### src/design/hft_pkg.sv
`default_nettype none
// ----------------------------------------------------------------------------
// hft_pkg
// Shared types and constants of the HPACK field block tokenizer.
// ----------------------------------------------------------------------------
package hft_pkg;

  typedef enum logic [2:0] {
    EV_INDEXED = 3'd0,
    EV_LITERAL = 3'd1,
    EV_LENGTH  = 3'd2,
    EV_BYTE    = 3'd3,
    EV_SIZE    = 3'd4,
    EV_DONE    = 3'd5,
    EV_ERROR   = 3'd6
  } event_kind_t;

  typedef enum logic [1:0] {
    ST_OK              = 2'd0,
    ST_SHORT_BLOCK     = 2'd1,
    ST_INT_OVERFLOW    = 2'd2,
    ST_BAD_SIZE_UPDATE = 2'd3
  } status_t;

  typedef enum logic [1:0] {
    PH_IDLE      = 2'd0,
    PH_LEN_START = 2'd1,
    PH_INTEGER   = 2'd2,
    PH_STRING    = 2'd3
  } phase_t;

  typedef enum logic [1:0] {
    PU_INDEX      = 2'd0,
    PU_NAME_INDEX = 2'd1,
    PU_LENGTH     = 2'd2,
    PU_SIZE       = 2'd3
  } purpose_t;

  typedef struct packed {
    event_kind_t kind;
    logic [31:0] value;
    logic        huffman_coded;
    logic        is_value_string;
    logic        add_to_table;
    status_t     status;
    logic        last;
  } event_t;

  typedef struct packed {
    logic [1:0] count;
    event_t     first;
    event_t     second;
  } push_t;

  localparam logic [31:0] ALLOWED_SIZE_RESET = 32'd4096;

  localparam logic [4:0] MAX_SHIFT   = 5'd28;
  localparam logic [4:0] SHIFT_STEP  = 5'd7;
  localparam logic [6:0] CHUNK_LIMIT = 7'h0f;

  localparam logic [6:0] MASK_7 = 7'h7f;
  localparam logic [6:0] MASK_6 = 7'h3f;
  localparam logic [6:0] MASK_5 = 7'h1f;
  localparam logic [6:0] MASK_4 = 7'h0f;

  localparam int OUTQ_DEPTH = 4;
  localparam int OUTQ_AW    = 2;
  localparam int OUTQ_CW    = 3;

  function automatic event_t make_event(event_kind_t kind, logic [31:0] value,
                                        logic huf, logic isval, logic add,
                                        status_t st);
    event_t e;
    e.kind            = kind;
    e.value           = value;
    e.huffman_coded   = huf;
    e.is_value_string = isval;
    e.add_to_table    = add;
    e.status          = st;
    e.last            = 1'b0;
    return e;
  endfunction

endpackage
`default_nettype wire

### src/design/hft_parse.sv
`default_nettype none
// ----------------------------------------------------------------------------
// hft_parse
// Parse state and the per-byte step: classifies representations, decodes
// prefix integers and produces up to two result items per byte.
// ----------------------------------------------------------------------------
module hft_parse
  import hft_pkg::*;
(
  input  logic        clk,
  input  logic        rst,
  input  logic        fire,
  input  logic [7:0]  in_byte,
  input  logic        in_end,
  input  logic [31:0] allowed_table_size,
  output push_t       push
);

  phase_t      phase, phase_next;
  logic [31:0] int_sum, int_sum_next;
  logic [4:0]  int_shift, int_shift_next;
  purpose_t    purpose, purpose_next;
  logic [31:0] str_left, str_left_next;
  logic        str_is_value, str_is_value_next;
  logic        lit_indexes, lit_indexes_next;
  logic        str_huffman, str_huffman_next;
  logic        header_seen, header_seen_next;
  logic        discard, discard_next;

  logic [31:0] addend;
  logic [32:0] sum_ext;
  logic        begin_go;
  logic [6:0]  pv;
  logic [6:0]  pmask;
  logic        fin_go;
  logic [31:0] fin_sum;
  logic        str_done;
  logic        do_fail;
  status_t     fail_st;
  logic        do_clear;
  logic [1:0]  n_ev;
  event_t      ev0, ev1;

  assign addend  = 32'({25'd0, in_byte[6:0]} << int_shift);
  assign sum_ext = {1'b0, int_sum} + {1'b0, addend};

  always_comb begin
    phase_next        = phase;
    int_sum_next      = int_sum;
    int_shift_next    = int_shift;
    purpose_next      = purpose;
    str_left_next     = str_left;
    str_is_value_next = str_is_value;
    lit_indexes_next  = lit_indexes;
    str_huffman_next  = str_huffman;
    header_seen_next  = header_seen;
    discard_next      = discard;
    begin_go          = 1'b0;
    pv                = '0;
    pmask             = '0;
    fin_go            = 1'b0;
    fin_sum           = '0;
    str_done          = 1'b0;
    do_fail           = 1'b0;
    fail_st           = ST_OK;
    do_clear          = 1'b0;
    n_ev              = 2'd0;
    ev0               = make_event(EV_INDEXED, '0, 1'b0, 1'b0, 1'b0, ST_OK);
    ev1               = ev0;

    if (fire) begin
      if (discard) begin
        if (in_end) begin
          discard_next     = 1'b0;
          header_seen_next = 1'b0;
          do_clear         = 1'b1;
        end
      end else begin
        unique case (phase)
          PH_LEN_START: begin
            str_huffman_next = in_byte[7];
            purpose_next     = PU_LENGTH;
            begin_go         = 1'b1;
            pv               = in_byte[6:0];
            pmask            = MASK_7;
          end
          PH_INTEGER: begin
            if (int_shift >= MAX_SHIFT && in_byte[6:0] > CHUNK_LIMIT) begin
              do_fail = 1'b1;
              fail_st = ST_INT_OVERFLOW;
            end else if (sum_ext[32]) begin
              do_fail = 1'b1;
              fail_st = ST_INT_OVERFLOW;
            end else begin
              int_sum_next = sum_ext[31:0];
              if (!in_byte[7]) begin
                fin_go  = 1'b1;
                fin_sum = sum_ext[31:0];
              end else if (int_shift > MAX_SHIFT - SHIFT_STEP) begin
                do_fail = 1'b1;
                fail_st = ST_INT_OVERFLOW;
              end else begin
                int_shift_next = int_shift + SHIFT_STEP;
              end
            end
          end
          PH_STRING: begin
            ev0           = make_event(EV_BYTE, {24'd0, in_byte}, 1'b0, str_is_value,
                                       1'b0, ST_OK);
            n_ev          = 2'd1;
            str_left_next = str_left - 32'd1;
            if (str_left_next == 32'd0) begin
              str_done = 1'b1;
            end
          end
          PH_IDLE: begin
            if (in_byte[7]) begin
              header_seen_next = 1'b1;
              purpose_next     = PU_INDEX;
              begin_go         = 1'b1;
              pv               = in_byte[6:0];
              pmask            = MASK_7;
            end else if (in_byte[6]) begin
              header_seen_next  = 1'b1;
              lit_indexes_next  = 1'b1;
              str_is_value_next = 1'b0;
              purpose_next      = PU_NAME_INDEX;
              begin_go          = 1'b1;
              pv                = {1'b0, in_byte[5:0]};
              pmask             = MASK_6;
            end else if (in_byte[5]) begin
              if (header_seen) begin
                do_fail = 1'b1;
                fail_st = ST_BAD_SIZE_UPDATE;
              end else begin
                purpose_next = PU_SIZE;
                begin_go     = 1'b1;
                pv           = {2'd0, in_byte[4:0]};
                pmask        = MASK_5;
              end
            end else begin
              header_seen_next  = 1'b1;
              lit_indexes_next  = 1'b0;
              str_is_value_next = 1'b0;
              purpose_next      = PU_NAME_INDEX;
              begin_go          = 1'b1;
              pv                = {3'd0, in_byte[3:0]};
              pmask             = MASK_4;
            end
          end
        endcase

        if (begin_go) begin
          if (pv != pmask) begin
            fin_go  = 1'b1;
            fin_sum = {25'd0, pv};
          end else begin
            int_sum_next   = {25'd0, pmask};
            int_shift_next = '0;
            phase_next     = PH_INTEGER;
          end
        end

        if (fin_go) begin
          unique case (purpose_next)
            PU_INDEX: begin
              ev0        = make_event(EV_INDEXED, fin_sum, 1'b0, 1'b0, 1'b0, ST_OK);
              n_ev       = 2'd1;
              phase_next = PH_IDLE;
            end
            PU_NAME_INDEX: begin
              ev0               = make_event(EV_LITERAL, fin_sum, 1'b0, 1'b0,
                                             lit_indexes_next, ST_OK);
              n_ev              = 2'd1;
              str_is_value_next = (fin_sum != 32'd0);
              phase_next        = PH_LEN_START;
            end
            PU_LENGTH: begin
              ev0  = make_event(EV_LENGTH, fin_sum, str_huffman_next, str_is_value_next,
                                1'b0, ST_OK);
              n_ev = 2'd1;
              if (fin_sum == 32'd0) begin
                str_done = 1'b1;
              end else begin
                str_left_next = fin_sum;
                phase_next    = PH_STRING;
              end
            end
            PU_SIZE: begin
              if (fin_sum > allowed_table_size) begin
                do_fail = 1'b1;
                fail_st = ST_BAD_SIZE_UPDATE;
              end else begin
                ev0        = make_event(EV_SIZE, fin_sum, 1'b0, 1'b0, 1'b0, ST_OK);
                n_ev       = 2'd1;
                phase_next = PH_IDLE;
              end
            end
          endcase
        end

        if (str_done) begin
          if (!str_is_value_next) begin
            str_is_value_next = 1'b1;
            phase_next        = PH_LEN_START;
          end else begin
            phase_next = PH_IDLE;
          end
        end

        if (do_fail) begin
          ev0          = make_event(EV_ERROR, '0, 1'b0, 1'b0, 1'b0, fail_st);
          n_ev         = 2'd1;
          phase_next   = PH_IDLE;
          discard_next = 1'b1;
          do_clear     = 1'b1;
        end

        if (in_end) begin
          if (do_fail) begin
            discard_next = 1'b0;
          end else if (phase_next == PH_IDLE) begin
            if (n_ev == 2'd0) begin
              ev0 = make_event(EV_DONE, '0, 1'b0, 1'b0, 1'b0, ST_OK);
            end else begin
              ev1 = make_event(EV_DONE, '0, 1'b0, 1'b0, 1'b0, ST_OK);
            end
            n_ev = n_ev + 2'd1;
          end else begin
            if (n_ev == 2'd0) begin
              ev0 = make_event(EV_ERROR, '0, 1'b0, 1'b0, 1'b0, ST_SHORT_BLOCK);
            end else begin
              ev1 = make_event(EV_ERROR, '0, 1'b0, 1'b0, 1'b0, ST_SHORT_BLOCK);
            end
            n_ev = n_ev + 2'd1;
          end
          header_seen_next = 1'b0;
          do_clear         = 1'b1;
        end
      end

      if (do_clear) begin
        phase_next        = PH_IDLE;
        int_sum_next      = '0;
        int_shift_next    = '0;
        purpose_next      = PU_INDEX;
        str_left_next     = '0;
        str_is_value_next = 1'b0;
        lit_indexes_next  = 1'b0;
        str_huffman_next  = 1'b0;
      end
    end

    if (n_ev == 2'd1) begin
      ev0.last = 1'b1;
    end else if (n_ev == 2'd2) begin
      ev1.last = 1'b1;
    end

    push.count  = n_ev;
    push.first  = ev0;
    push.second = ev1;
  end

  always_ff @(posedge clk) begin
    if (rst) begin
      phase        <= PH_IDLE;
      int_sum      <= '0;
      int_shift    <= '0;
      purpose      <= PU_INDEX;
      str_left     <= '0;
      str_is_value <= 1'b0;
      lit_indexes  <= 1'b0;
      str_huffman  <= 1'b0;
      header_seen  <= 1'b0;
      discard      <= 1'b0;
    end else begin
      phase        <= phase_next;
      int_sum      <= int_sum_next;
      int_shift    <= int_shift_next;
      purpose      <= purpose_next;
      str_left     <= str_left_next;
      str_is_value <= str_is_value_next;
      lit_indexes  <= lit_indexes_next;
      str_huffman  <= str_huffman_next;
      header_seen  <= header_seen_next;
      discard      <= discard_next;
    end
  end

endmodule
`default_nettype wire

### src/design/hft_outq.sv
`default_nettype none
// ----------------------------------------------------------------------------
// hft_outq
// Result queue: takes up to two items per cycle, hands out one per cycle while pop_ready is high.
// ----------------------------------------------------------------------------
module hft_outq
  import hft_pkg::*;
(
  input  logic   clk,
  input  logic   rst,
  input  push_t  push,
  input  logic   pop_ready,
  output event_t head,
  output logic   head_valid,
  output logic   space
);

  event_t               mem [OUTQ_DEPTH];
  logic [OUTQ_AW-1:0]   wr_ptr;
  logic [OUTQ_AW-1:0]   rd_ptr;
  logic [OUTQ_CW-1:0]   count;
  logic                 pop;

  assign head_valid = (count != '0);
  assign head       = mem[rd_ptr];
  assign pop        = head_valid && pop_ready;
  assign space      = (count <= OUTQ_CW'(OUTQ_DEPTH - 2));

  always_ff @(posedge clk) begin
    if (push.count != 2'd0) begin
      mem[wr_ptr] <= push.first;
    end
    if (push.count == 2'd2) begin
      mem[wr_ptr + OUTQ_AW'(1)] <= push.second;
    end
  end

  always_ff @(posedge clk) begin
    if (rst) begin
      wr_ptr <= '0;
      rd_ptr <= '0;
      count  <= '0;
    end else begin
      wr_ptr <= wr_ptr + OUTQ_AW'(push.count);
      rd_ptr <= rd_ptr + OUTQ_AW'(pop);
      count  <= count + OUTQ_CW'(push.count) - OUTQ_CW'(pop);
    end
  end

endmodule
`default_nettype wire

### src/design/hpack_field_block_tokenizer.sv
`default_nettype none
// ----------------------------------------------------------------------------
// hpack_field_block_tokenizer
// HPACK field block tokenizer: prefix integers, string lengths and bytes,
// size updates, block done and error items.
// ----------------------------------------------------------------------------
// The block takes one byte of a field block per cycle while the result queue
// has space, and gives the items it causes through an input register, then a
// four-entry result queue. Most bytes cause at most one item; the final byte
// of a block causes up to two (its own item plus block done or a short-block
// error). The queue drains one item per cycle while the sink is ready, so with
// the sink always ready the sustained rate is one byte per cycle, apart from
// stalls when the extra items of block ends fill the queue. Items come out on
// m_axis with tlast on the last item of each byte; after an error the rest of
// the block is dropped without items.
module hpack_field_block_tokenizer
  import hft_pkg::*;
(
  input  logic        clk,
  input  logic        rst,
  input  logic        cfg_wr_en,
  input  logic [31:0] cfg_wr_data,
  input  logic        s_axis_tvalid,
  output logic        s_axis_tready,
  input  logic [7:0]  s_axis_tdata,   // [7:0] data_byte
  input  logic        s_axis_tlast,
  output logic        m_axis_tvalid,
  input  logic        m_axis_tready,
  output logic [39:0] m_axis_tdata,   // [31:0] value, [32] huffman_coded,
                                      // [33] is_value_string, [34] add_to_table,
                                      // [36:35] status, [39:37] zero
  output logic [2:0]  m_axis_tuser,   // [2:0] event_kind
  output logic        m_axis_tlast
);

  logic [31:0] allowed_table_size;
  logic        in_valid;
  logic [7:0]  in_byte;
  logic        in_end;
  logic        space;
  logic        fire;
  push_t       push;
  event_t      head;

  assign fire          = in_valid && space;
  assign s_axis_tready = !in_valid || fire;

  always_ff @(posedge clk) begin
    if (rst) begin
      allowed_table_size <= ALLOWED_SIZE_RESET;
    end else if (cfg_wr_en) begin
      allowed_table_size <= cfg_wr_data;
    end
  end

  always_ff @(posedge clk) begin
    if (rst) begin
      in_valid <= 1'b0;
    end else if (s_axis_tready) begin
      in_valid <= s_axis_tvalid;
    end
  end

  always_ff @(posedge clk) begin
    if (s_axis_tready && s_axis_tvalid) begin
      in_byte <= s_axis_tdata;
      in_end  <= s_axis_tlast;
    end
  end

  hft_parse u_parse (
    .clk                (clk),
    .rst                (rst),
    .fire               (fire),
    .in_byte            (in_byte),
    .in_end             (in_end),
    .allowed_table_size (allowed_table_size),
    .push               (push)
  );

  hft_outq u_outq (
    .clk        (clk),
    .rst        (rst),
    .push       (push),
    .pop_ready  (m_axis_tready),
    .head       (head),
    .head_valid (m_axis_tvalid),
    .space      (space)
  );

  assign m_axis_tdata = {3'd0, head.status, head.add_to_table, head.is_value_string,
                         head.huffman_coded, head.value};
  assign m_axis_tuser = head.kind;
  assign m_axis_tlast = head.last;

endmodule
`default_nettype wire

### config.mk
export PLATFORM = sky130hd
export DESIGN_NAME = hpack_field_block_tokenizer
export DESIGN_NICKNAME = d
export VERILOG_FILES = /design/src/design/hft_pkg.sv /design/src/design/hft_parse.sv /design/src/design/hft_outq.sv /design/src/design/hpack_field_block_tokenizer.sv
export SDC_FILE = /design/constraint.sdc
export NUM_CORES = 1
export LEC_CHECK = 0
export ABC_AREA = 1
export BUFFER_PORTS_ARGS = -buffer_cell sky130_fd_sc_hd__buf_2
export CORE_ASPECT_RATIO = 0.7
export CORE_MARGIN = 3
export CORE_UTILIZATION = 40
export DETAILED_ROUTE_END_ITERATION = 8
export PLACE_DENSITY_LB_ADDON = 0.08
export SLEW_MARGIN = 40
export SYNTH_ARGS = -nofsm -noshare
export SYNTH_HDL_FRONTEND = slang
export SYNTH_SLANG_ARGS = --single-unit
### constraint.sdc
create_clock -name clk -period 9.02 [get_ports clk]
set_clock_uncertainty 0.2 [all_clocks]
set_input_delay 2.255 -clock clk [delete_from_list [all_inputs] [get_ports clk]]
set_output_delay 2.255 -clock clk [all_outputs]
set_load 0.02 [all_outputs]
======== Word level (Yosys, flattened, before mapping) ========
Memories as Yosys holds them, arrays and structs flattened. A register that Yosys moved wholly into a read port is not among the register bits.
Index checks and enable logic that the tools add are counted.
word-level totals
  RAM bits ................................ 164
  output and inout bits ................... 46
  memories ................................ 1
  input bits .............................. 46
  register bits after elaboration ......... 127
operators by class
  $add $sub $neg .......................... 9
  $lt $le $gt $ge ......................... 5
  mux-type cells .......................... 188
  eq/ne operators ......................... 12
  reduce and logical (&&, ||, !) cells .... 19
  shifts and indexed selects .............. 1
memories
  memory      words  bits a word  read ports  clocked after memory_dff  write ports  RTL line        text
  u_outq.mem  4      41           1           1                         2            hft_outq.sv:18  event_t mem [OUTQ_DEPTH];
operators by type and width
  cell                                                            count
  2-to-1 mux 41 bit                                               17
  2-to-1 mux 32 bit                                               21
  one-hot mux 41 bit (4 select lines)                             1
  2-to-1 mux 1 bit                                                80
  2-to-1 mux 2 bit                                                39
  2-to-1 mux 5 bit                                                13
  logical NOT 32 bit                                              2
  2-to-1 mux 7 bit                                                8
  2-to-1 mux 40 bit                                               1
  adder 32 x 32 -> 33 bit                                         1
  greater-than comparator 32 bit                                  1
  nonzero test 32 bit                                             1
  << shifter 7 x 5 -> 32 bit                                      1
  subtractor 32 x 1 -> 32 bit (second input constant)             1
  one-hot mux 7 bit (2 select lines)                              2
  one-hot mux 2 bit (2 select lines)                              3
  equality test 2 bit (second input constant)                     5
  logical NOT 2 bit                                               4
  one-hot mux 2 bit (4 select lines)                              1
  greater-than comparator 7 x 4 -> 1 bit (second input constant)  1
  inequality test 7 bit                                           1
  equality test 2 x 1 -> 1 bit (second input constant)            3
  adder 5 x 3 -> 5 bit (second input constant)                    1
  greater-or-equal comparator 5 bit (second input constant)       1
  18 further kinds                                                25

======== Logic depth before layout (Yosys ltp) ========
Gate-level depths: netlist (run 1).
  depth in word-level cells ............... 30
  mapped depth ............................ 44

======== Modules after synthesis ========
A second synthesis (run 1) with hierarchy kept.
second synthesis, totals
  cells, all modules ...................... 2908
  area, all modules ....................... 20771.2 µm²
modules (own cells, without submodules)
  module                       times used  cells each  sequential area each (µm²)  area each (µm²)
  hft_parse                    1           1882        1561.5                      10607.7
  hft_outq                     1           866         5064.9                      8718.4
  hpack_field_block_tokenizer  1           160         930.9                       1445.1

======== Worst setup path after synthesis (run 1) ========
OpenSTA, ideal clock, no wires.
  path type ............................... register -> register
  start point ............................. register u_parse.int_shift[0]
  end point ............................... register u_outq.count[2]
  buffers on the path ..................... 3
  clock period less this slack ............ 6.060 ns
  path slack .............................. 2.960 ns
  arrival time ............................ 5.732 ns
  setup time .............................. 0.128 ns
  cell stages (with the launch flop) ...... 36
  cell sequence ........................... dfxtp_1 -> clkbuf_1 -> buf_1 -> o21ai_0 -> mux2i_1 -> nor3_1 -> a31oi_1 -> nor2_1 -> ha_1 -> nand2_1 -> nor2_2 -> inv_2 -> nor3_2 -> and2_1 -> nand2_2 -> nand2_2 -> nor2_2 -> buf_2 -> nand3_1 -> inv_1 -> ha_1 -> nand4_1 -> nor3_1 -> nor4b_1 -> nand4_1 -> nand3_1 -> nand2_2 -> nand2_1 -> nand2_1 -> nor2_4 -> inv_1 -> ha_1 -> fa_1 -> xor2_1 -> inv_1 -> nor2_1
between the ends
  cells in the longest elaborated chain, start to end .. 26
  elaborated cells between the ends (all ways) .. 44
  those cells by class .................... 4 x add/sub; 3 x order compare; 1 x shift; 35 x mux; 1 x reduce/logical
ends and longest elaborated chain
  item                           RTL line                            text
  start, declared                hft_parse.sv:21                     logic [4:0] int_shift, int_shift_next;
  start signal, assigned         hft_parse.sv:280                    int_shift <= int_shift_next;
  << shifter 7 x 5 -> 32 bit     hft_parse.sv:44                     assign addend = 32'({25'd0, in_byte[6:0]} << int_shift);
  adder 32 x 32 -> 33 bit        hft_parse.sv:45                     assign sum_ext = {1'b0, int_sum} + {1'b0, addend};
  2-to-1 mux 32 bit              hft_parse.sv:96                     if (!in_byte[7]) begin
  2-to-1 mux 32 bit              hft_parse.sv:91                     end else if (sum_ext[32]) begin
  2-to-1 mux 32 bit              hft_parse.sv:88                     if (int_shift >= MAX_SHIFT && in_byte[6:0] > CHUNK_LIMIT) begin
  2-to-1 mux 32 bit              hft_parse.sv:79                     unique case (phase)
  2-to-1 mux 32 bit              hft_parse.sv:154                    if (pv != pmask) begin
  2-to-1 mux 32 bit              hft_parse.sv:153                    if (begin_go) begin
  (+10 left out)                 -
  2-to-1 mux 2 bit               hft_parse.sv:71                     if (fire) begin
  adder 2 x 1 -> 2 bit           hft_parse.sv:228, hft_parse.sv:235
  2-to-1 mux 2 bit               hft_parse.sv:220                    if (do_fail) begin
  2-to-1 mux 2 bit (*)           hft_parse.sv:219                    if (in_end) begin
  2-to-1 mux 2 bit (*)           hft_parse.sv:72                     if (discard) begin
  2-to-1 mux 2 bit (*)           hft_parse.sv:71
  adder 3 x 2 -> 3 bit (*)       hft_outq.sv:46                      count <= count + OUTQ_CW'(push.count) - OUTQ_CW'(pop);
  subtractor 3 x 1 -> 3 bit (*)  hft_outq.sv:46
  end signal, assigned           hft_outq.sv:46
  end, declared                  hft_outq.sv:21                      logic [OUTQ_CW-1:0] count;
Mark *: on every way between the ends. The rest lies on a longest branch, timed or not. The select of a mux whose other input is x is not followed.
A chain may end at the register's enable or synchronous reset.

======== Worst setup path in the final report (run 1) ========
Ends and elaborated chain as after synthesis.

==> results.json, run 1 <==
{
  "outcome": "finished, final reports clean",
  "hold_viol_final": 0,
  "initial_core_util": 0.413,
  "regToRegStartpoint": "u_parse.int_shift[0]",
  "critPathLaunchType": "flop",
  "finalCriticalPeriod_ps": 8210,
  "grt.total_usage": 0.268,
  "synthFlopType": "dfxtp_1",
  "finalCritPeriodShare": 0.910,
  "worstSetupPathType": "reg -> reg",
  "cts_buffers": 31,
  "whs_endpoint": "u_parse.purpose[0]",
  "tns_ps": 0,
  "ios": 92,
  "grt_max_degree": 84,
  "synth_area_um2": 18300,
  "async_reset_ff_frac": 0,
  "drt_iter0_markers": 2226,
  "area_growth_pct": 10.3,
  "ant_nets": 0,
  "synth_seq_cells": 291,
  "hpwl_um": 48200,
  "layout-drive-gt1-share": 0.0728,
  "synth_top_area_frac": 0.286,
  "grt_pass1_wl_um": 101000,
  "yosysSeqAreaShare": 0.333,
  "drc_errors": 0,
  "drt_pass1_iterations": 6,
  "whs_path_depth": 2,
  "wl_per_cell_um": 18.7,
  "combPwrFrac": 0.331,
  "clock_latency_ps": 600,
  "cts_resized": 0,
  "r2r_cells": 36,
  "path_max_fanout": 20,
  "cts_tree": "yes",
  "grt_pass1_vias": 17500,
  "power_switching_w": 0.00179,
  "die_h_um": 185,
  "wl_um": 65700,
  "critPathRequiredTime_ps": 9280,
  "worst_pin_slew_ps": 853,
  "power.share.clock": 0.286,
  "end_kind": "flop",
  "path_clk_slew_ps": 70,
  "gp_congestion": 0.961,
  "cts_sinks": 291,
  "port_buffers": 88,
  "fin_nets": 3025,
  "swShare": 0.378,
  "worst_hold_startpoint": "u_parse.purpose[0]",
  "hold_path_class": "reg -> reg",
  "fp.dieW_um": 262,
  "r2r-end": "u_outq.count[2]",
  "power_w": 0.00472,
  "cp_slowest_cell": "dfxtp_1",
  "antenna_found_initial": 0,
  "worst_slew_margin_rel": 0.430,
  "synth_cell_types": 50,
  "rsz0062_at_grt": "false",
  "core_um2": 44400,
  "vias": 18900,
  "diodes": 0,
  "cts_setup_buffers": 0,
  "syn_inst": 2895,
  "num_rows": 64,
  "clock_path_buffers": 3,
  "vias_per_cell": 5.37,
  "synth_warnings": 0,
  "clockRootBuffer": "clkbuf_16",
  "final_cell_mix": "nand2_1 (765), nor2_1 (440), inv_1 (275)",
  "setup_violations": 0,
  "max_stage_delay_ps": 690,
  "dieArea_um2": 48500,
  "synth-edff-count": 29,
  "intPower_w": 0.00294,
  "slew_viol_final": 0,
  "yosys.area.top_type": "dfxtp_1",
  "fmax_ghz": 0.122,
  "cts.hold.buffers_added": 0,
  "syn_avg_cell_area_um2": 6.34,
  "arrival_ps": 8460,
  "final_common_cell": "nand2_1",
  "p_seq_frac": 0.383,
  "vdd_drop_max_v": 0.000292,
  "grt_remaining_overflow": 0,
  "synth_area_leaders": "dfxtp_1 (29%), nand2_1 (16%), nor2_1 (9.1%)",
  "powerDensity_nw_per_um2": 233,
  "drv_cap": 0,
  "reg2reg_slack_ps": 810,
  "htree_levels": 1,
  "p_leak_nw": 9.43
}
-- stage by stage --
| step | std cells | setup WS [ps] | utilization | instance area (µm²) | hold slack (ps) |
|---|---|---|---|---|---|
| after detailed placement | 3463 | 1010 | 0.431 | 19200 | 257 |
| after CTS | 3521 | 965 | 0.455 | 20200 | 267 |
| after floorplan | 2897 | 2960 | - | 18400 | 235 |
| after global placement | 3463 | 1230 | 0.431 | 19200 | 253 |
| after global routing | 3521 | 151 | 0.455 | 20200 | 283 |
| final | 3521 | 814 | 0.455 | 20200 | 264 |
-- Yosys cell counts (7+ instances only) --
cell type and number:
and2_1 7, ha_1 75, clkinv_1 8, inv_1 276, a31oi_1 7, clkbuf_1 90
nor2_1 446, o21ai_0 259, edfxtp_1 29, nand3_1 99, o21ai_1 79, nand2_1 765
dfxtp_1 262, buf_2 36, buf_4 8, nand4_1 31, xnor2_1 11, xor2_1 30
o22ai_1 45, or2_2 7, nand2_2 9, inv_2 15, nor3_1 16, a21oi_1 176
o211ai_1 58
-- power groups by stage --
stage                     sequential, W  combinational, W  clock, W
after CTS                       0.00180           0.00156   0.00138
after detailed placement        0.00182           0.00155         0
final                           0.00181           0.00156   0.00135
after global routing            0.00184           0.00176   0.00142
after global placement          0.00182           0.00154         0
after floorplan                 0.00178           0.00111         0
-- worst max-delay path, delay by kind of cell, from the launching register on --
| kind | cells | cell delay (ps) |
|---|---|---|
| simple gates | 20 | 3710 |
| compound gates | 5 | 1450 |
| fa+ha+maj | 4 | 1130 |
| buf+inv | 6 | 700 |
| flops | 1 | 690 |
| xor+xnor | 1 | 170 |
-- cell families (layout without fill, tap and decap cells) --
family / count (synthesis) / count (layout) / synth area share
flip-flops: 291 / 291 / 0.333
AO/OA/AOI/OAI: 647 / 647 / 0.193
adder cells (fa/ha/maj): 77 / 77 / 0.0533
XOR/XNOR: 41 / 41 / 0.0196
other: 1 / 3 / 0.000204
buffers and inverters: 439 / 469 / 0.0939
AND/OR/NAND/NOR: 1398 / 1398 / 0.306
multiplexers: 1 / 1 / 0.000546
-- sequential cells by signal, summed over array words and instances, names as in the netlist, 2 cells and up --
register / cells
u_outq.mem: 164
allowed_table_size: 32
u_parse.int_sum: 32
u_parse.str_left: 32
in_byte: 8
u_parse.int_shift: 5
u_outq.count: 3
u_outq.rd_ptr: 2
u_outq.wr_ptr: 2
u_parse.phase: 2
u_parse.purpose: 2
-- worst max path at each step --
stage	depth (start not counted)	from	slack, ps	endpoint
3_3_place_gp	32	u_parse.int_shift[2]	1230	u_outq.count[2]
4_1_cts	36	u_parse.int_shift[0]	960	u_outq.count[2]
2_1_floorplan	35	u_parse.int_shift[0]	2960	u_outq.count[2]
3_5_place_dp	36	u_parse.int_shift[0]	1010	u_outq.count[2]
5_1_grt	32	u_parse.int_shift[0]	150	u_outq.mem[3][39]
6_report	36	u_parse.int_shift[0]	810	u_outq.count[2]
-- area by class of cell --
cell class	count	area, µm²
Clock buffer	43	861
Sequential cell	291	6120
Tap cell	594	743
Multi-Input combinational cell	2167	10600
Inverter	299	1120
Timing Repair Buffer	112	628
Clock inverter	15	193
Fill cell	4705	24200
-- layer usage --
metal  GRT usage  share of wire  vias to the layer above
met5           0              0                        -
li1            -              -                     9437
met1       0.425           0.51                     8672
met2       0.374           0.38                      722
met3      0.0495          0.089                       65
met4      0.0456          0.015                        0
Power figures use the tool's default switching activity.
==> inputs of run 2 (changes only) <==
- CORE_ASPECT_RATIO: 0.7 -> 2
- CTS_CLUSTER_DIAMETER: not set -> 200
==> run 2 against run 1 <==
Via count up 0.65%. Non-clock buffer count is 3 higher. Critical path type unchanged. Die area up 0.24%.
==> results.json, run 2 (synthesized netlist as in run 1, its figures left out) <==
{
  "path_max_fanout": 20,
  "ios": 92,
  "outcome": "finished, final reports clean",
  "clockRootBuffer": "clkbuf_16",
  "pre_cts_slack_ps": 1250,
  "cts_sinks": 291,
  "power_switching_w": 0.00177,
  "drv_cap": 0,
  "final_common_cell": "nand2_1",
  "num_rows": 110,
  "antenna_found_initial": 1,
  "power.share.clock": 0.273,
  "area_growth_pct": 9.78,
  "p_leak_nw": 9.41,
  "crit_top_cell": "nand2_1",
  "hpwl_um": 51300,
  "finalCriticalPeriod_ps": 7820,
  "r2r-end": "u_outq.count[2]",
  "slew_viol_final": 0,
  "diodes": 0,
  "multi_input_area_um2": 10600,
  "wl_um": 68800,
  "drt_pass1_iterations": 6,
  "rsz0062_at_grt": "false",
  "critPathRequiredTime_ps": 9260,
  "max_stage_delay_ps": 690,
  "crit_family": "simple AND/OR/NAND/NOR gates",
  "intPower_w": 0.00287,
  "top_layer_used": "met4",
  "core_um2": 45100,
  "fillCellCount": 4916,
  "largest_reg_flops": 164,
  "whs_path_depth": 2,
  "layout-drive-gt1-share": 0.0731,
  "reg2reg_slack_ps": 1200,
  "regMostFlops": "u_outq.mem",
  "cts_tree": "yes",
  "clock_latency_ps": 590,
  "final_util": 0.446,
  "initial_core_util": 0.406,
  "cts_buffers": 30,
  "wl_met1_um": 25600,
  "path_clk_slew_ps": 70,
  "wl_per_cell_um": 19.7,
  "setup_violations": 0,
  "wl_met2_um": 36600,
  "worst_pin_slew_ps": 886,
  "worst_slew_margin_rel": 0.407,
  "grt_remaining_overflow": 0,
  "dr_wl_met3_um": 2370,
  "cp_slowest_cell": "dfxtp_1",
  "fin_ws_ps": 1200,
  "crit_buf_inv": 4,
  "p_seq_frac": 0.393,
  "die_h_um": 309,
  "swShare": 0.382,
  "finalCritPeriodShare": 0.867,
  "powerDensity_nw_per_um2": 230,
  "grt_max_degree": 83,
  "port_buffers": 88,
  "design_area_um2": 20100,
  "vdd_drop_max_v": 0.000140,
  "fmax_ghz": 0.128,
  "grt_pass1_vias": 18300,
  "fin_nets": 3027,
  "final_cell_mix": "nand2_1 (765), nor2_1 (440), inv_1 (275)",
  "clock_path_buffers": 3,
  "dpl_cell_area_um2": 19200,
  "grt.total_usage": 0.275,
  "regArea_um2": 6120,
  "cts_resized": 0,
  "hold_viol_final": 0,
  "drc_errors": 0,
  "tns_ps": 0,
  "r2r_cells": 35,
  "dieArea_um2": 48600,
  "vias_per_cell": 5.45,
  "drt_iter0_markers": 1180,
  "end_kind": "flop",
  "worst_hold_startpoint": "u_parse.lit_indexes",
  "grt_pass1_wl_um": 104000,
  "startpoint": "u_parse.int_shift[0]",
  "cts.hold.buffers_added": 0,
  "hold_path_class": "reg -> reg",
  "combPwrFrac": 0.335,
  "fp.dieW_um": 157,
  "critPathLaunchType": "flop",
  "worstSetupPathType": "reg -> reg",
  "htree_levels": 1,
  "vias": 19000,
  "regToRegStartpoint": "u_parse.int_shift[0]",
  "whs_endpoint": "u_parse.lit_indexes",
  "gp_congestion": 0.995,
  "cts_setup_buffers": 0,
  "ant_nets": 0,
  "arrival_ps": 8060
}
run 2: area by class of cell:
class	instances	area share
inverters	299	0.0559
clock buffers	43	0.0422
multi-input cells	2167	0.525
repair buffers	115	0.0325
flip-flops and latches	291	0.304
clock inverters	12	0.00584
well taps	560	0.0348
run 2: how the worst max path moves through the flow:
stage	slack (ps)	to	cells past startpoint
after floorplan	2960	u_outq.count[2]	35
after global placement	1250	u_outq.count[2]	31
after detailed placement	1250	u_outq.count[2]	34
after CTS	1210	u_outq.count[2]	35
after global routing	570	u_outq.count[2]	34
final	1200	u_outq.count[2]	35
run 2: through the flow:
| stage | hold WS (ps) | total power, W | std cells |
|---|---|---|---|
| floorplan | 235 | 0.00289 | 2897 |
| global placement | 249 | 0.00337 | 3432 |
| detailed placement | 257 | 0.00340 | 3432 |
| CTS | 268 | 0.00469 | 3487 |
| global route | 284 | 0.00492 | 3487 |
| finish | 266 | 0.00464 | 3487 |
run 2: layer usage:
layer  vias up  GRT usage
met2       503      0.528
met1      8922      0.293
met4         0      0.148
met3       161     0.0185
met5         -          0
li1       9433          -
run 2: power by group through the flow:
stage	clock (W)	combinational [W]	sequential, W
floorplan	0	0.00111	0.00178
global placement	0	0.00154	0.00183
detailed placement	0	0.00156	0.00184
CTS	0.00130	0.00157	0.00182
global route	0.00134	0.00173	0.00185
finish	0.00126	0.00155	0.00182
run 2: worst register-to-register path, delay by kind of cell (launching register included):
kind,cells,cell delay (ps)
buf+inv,4,410
compound gates,8,2040
simple gates,18,2790
fa+ha+maj,4,1380
flops,1,690
xor+xnor,1,170
==> inputs of run 3 (changes only) <==
- ABC_AREA: 1 -> not set
==> run 3 against run 2 <==
Design area is 3.7% lower. Cell count is 22% lower. Synthesized cell count is 27% lower. Maximum frequency is 9.7% lower. Global-route usage is 1.2 points higher. Worst hold slack worse by 14 ps. Non-clock buffer count is 36 higher. Clock-buffer cell count is 1 higher. Clock power is 11% higher. Critical path type unchanged. Critical endpoint unchanged.
==> results.json, run 3 <==
{
  "outcome": "finished, final reports clean",
  "synth-edff-count": 29,
  "syn_inst": 2099,
  "whs_ps": 252,
  "cts_setup_buffers": 0,
  "yosys.area.top_type": "dfxtp_1",
  "slew_viol_final": 0,
  "syn_avg_cell_area_um2": 8.17,
  "largest_reg_flops": 164,
  "dpl.cell_count": 2662,
  "drt_pass1_iterations": 7,
  "synth_cell_types": 97,
  "p_seq_frac": 0.405,
  "cts.hold.buffers_added": 0,
  "worst_pin_slew_ps": 835,
  "grt_max_degree": 49,
  "cts_resized": 0,
  "antenna_found_initial": 1,
  "wl_per_cell_um": 25.0,
  "vias": 16200,
  "grt_pass1_wl_um": 101000,
  "htree_levels": 1,
  "fp.dieW_um": 152,
  "hpwl_um": 51700,
  "end_kind": "flop",
  "path_clk_slew_ps": 70,
  "power.share.clock": 0.401,
  "ant_nets": 0,
  "setup_violations": 0,
  "design_area_um2": 19400,
  "power_switching_w": 0.00106,
  "synth.most_common_cell": "nand2_1",
  "tns_ps": 0,
  "instances_no_fill": 2719,
  "fin_nets": 2277,
  "synth_area_um2": 17100,
  "die_h_um": 299,
  "drv_cap": 0,
  "clock_path_buffers": 3,
  "synth_seq_cells": 291,
  "async_reset_ff_frac": 0,
  "drt_iter0_markers": 985,
  "hold_path_class": "reg -> reg",
  "final_common_cell": "nand2_1",
  "core_um2": 42000,
  "critPathRequiredTime_ps": 9270,
  "synth_warnings": 0,
  "powerDensity_nw_per_um2": 180,
  "synth_top_area_frac": 0.306,
  "power_w": 0.00349,
  "finalCritPeriodShare": 0.959,
  "grt.total_usage": 0.288,
  "layout-drive-gt1-share": 0.148,
  "critPathLaunchType": "flop",
  "swShare": 0.304,
  "worst_slew_margin_rel": 0.440,
  "finalCriticalPeriod_ps": 8650,
  "cp_slowest_cell": "dfxtp_1",
  "dieArea_um2": 45500,
  "port_buffers": 88,
  "final_cell_mix": "nand2_1 (362), dfxtp_1 (260), a21oi_1 (244)",
  "vdd_drop_max_v": 0.000212,
  "fillCellCount": 4269,
  "area_growth_pct": 13.1,
  "path_max_fanout": 16,
  "grt_remaining_overflow": 0,
  "drc_errors": 0,
  "regMostFlops": "u_outq.mem",
  "hold_viol_final": 0,
  "wl_um": 67900,
  "combPwrFrac": 0.194,
  "num_rows": 106,
  "clockRootBuffer": "clkbuf_16",
  "arrival_ps": 8900,
  "gp_congestion": 0.946,
  "cts_sinks": 291,
  "cts_buffers": 30,
  "ios": 92,
  "intPower_w": 0.00242,
  "max_stage_delay_ps": 680,
  "initial_core_util": 0.408,
  "yosys-top-cells-count": "nand2_1 (364), dfxtp_1 (262), a21oi_1 (244), nor2_1 (224), ha_1 (75)",
  "vias_per_cell": 5.97,
  "fmax_ghz": 0.116,
  "synthFlopType": "dfxtp_1",
  "p_leak_nw": 7.49,
  "grt_pass1_vias": 16200,
  "cts_tree": "yes",
  "worstSetupPathType": "reg -> reg",
  "clock_latency_ps": 590,
  "synth_area_leaders": "dfxtp_1 (31%), nand2_1 (8.0%), a21oi_1 (7.1%)",
  "rsz0062_at_grt": "false",
  "dpl_cell_area_um2": 18300,
  "yosysSeqAreaShare": 0.357
}
-- run 3: cell types whose count changed in the layout (fill, tap and decap cells not counted), sizes merged, moves of 19 or more --
| cell | previous run | this run |
|---|---|---|
| nor3 | 19 | 49 |
| a22o | 0 | 19 |
| a21oi | 177 | 250 |
| o211ai | 58 | 18 |
| nand3 | 100 | 48 |
| mux4 | 0 | 41 |
| nand2 | 774 | 365 |
| mux2i | 1 | 41 |
| buf | 115 | 151 |
| inv | 293 | 73 |
| or3 | 0 | 20 |
| a31oi | 7 | 30 |
| nor2 | 451 | 229 |
| o21ai | 339 | 68 |
-- run 3: critical path: cells and delay by family (launching register included) --
kind	cells	cell delay, ps
DFF	1	680
buffers and inverters	2	410
AOI/OAI and AO/OA	12	3590
adders and majority gates	4	1490
and+or+nand+nor	7	1280
xor gates and xnor gates	2	330
muxes	2	550
-- run 3: final cells by class --
type | instances | area (µm²) | share of cell area
antenna | 1 | 2.50 | 0.000129
clock buffer | 44 | 948 | 0.0489
clock inverter | 12 | 164 | 0.00845
inverter | 75 | 282 | 0.0145
multi-input combinational | 1605 | 10200 | 0.526
sequential | 291 | 6120 | 0.315
tap | 540 | 676 | 0.0348
timing repair buffer | 151 | 995 | 0.0513
-- run 3: per-layer routing --
| layer | part of all wire | routed length (µm) | global-route usage |
|---|---|---|---|
| met5 | 0 | 0 | 0 |
| met4 | 0.084 | 5720 | 0.200 |
| met3 | 0.041 | 2810 | 0.0262 |
| met2 | 0.54 | 36400 | 0.549 |
| met1 | 0.34 | 23000 | 0.289 |
-- run 3: through the flow --
stage          utilization  setup slack, ps
2_1_floorplan            -             1880
3_3_place_gp         0.433              279
3_5_place_dp         0.434              245
4_1_cts              0.461              193
5_1_grt              0.461              122
6_report             0.461              366
-- run 3: final timing paths --
check	slack, ps	end	start	cells past startpoint
setup / recovery	370	u_outq.count[2]	u_parse.int_shift[0]	29
hold reg to reg	250	u_outq.mem[2][27]	u_outq.mem[2][27]	2
setup reg to reg	370	u_outq.count[2]	u_parse.int_shift[0]	29
hold / removal	250	u_outq.mem[2][27]	u_outq.mem[2][27]	2
-- run 3: kinds of logic after synthesis --
logic type,count (synthesis),synth area share
other,1,0.000219
and+or+nand+nor,838,0.222
DFF,291,0.357
AOI/OAI and AO/OA,558,0.208
muxes,90,0.0830
adders and majority gates,77,0.0571
buffers and inverters,205,0.0524
xor gates and xnor gates,39,0.0199
-- run 3: power groups by stage --
stage	clock network, W	registers, W	logic [W]
CTS	0.00143	0.00141	0.000683
detailed placement	0	0.00144	0.000681
finish	0.00140	0.00141	0.000676
floorplan	0	0.00142	0.000473
global route	0.00147	0.00142	0.000733
global placement	0	0.00144	0.000678
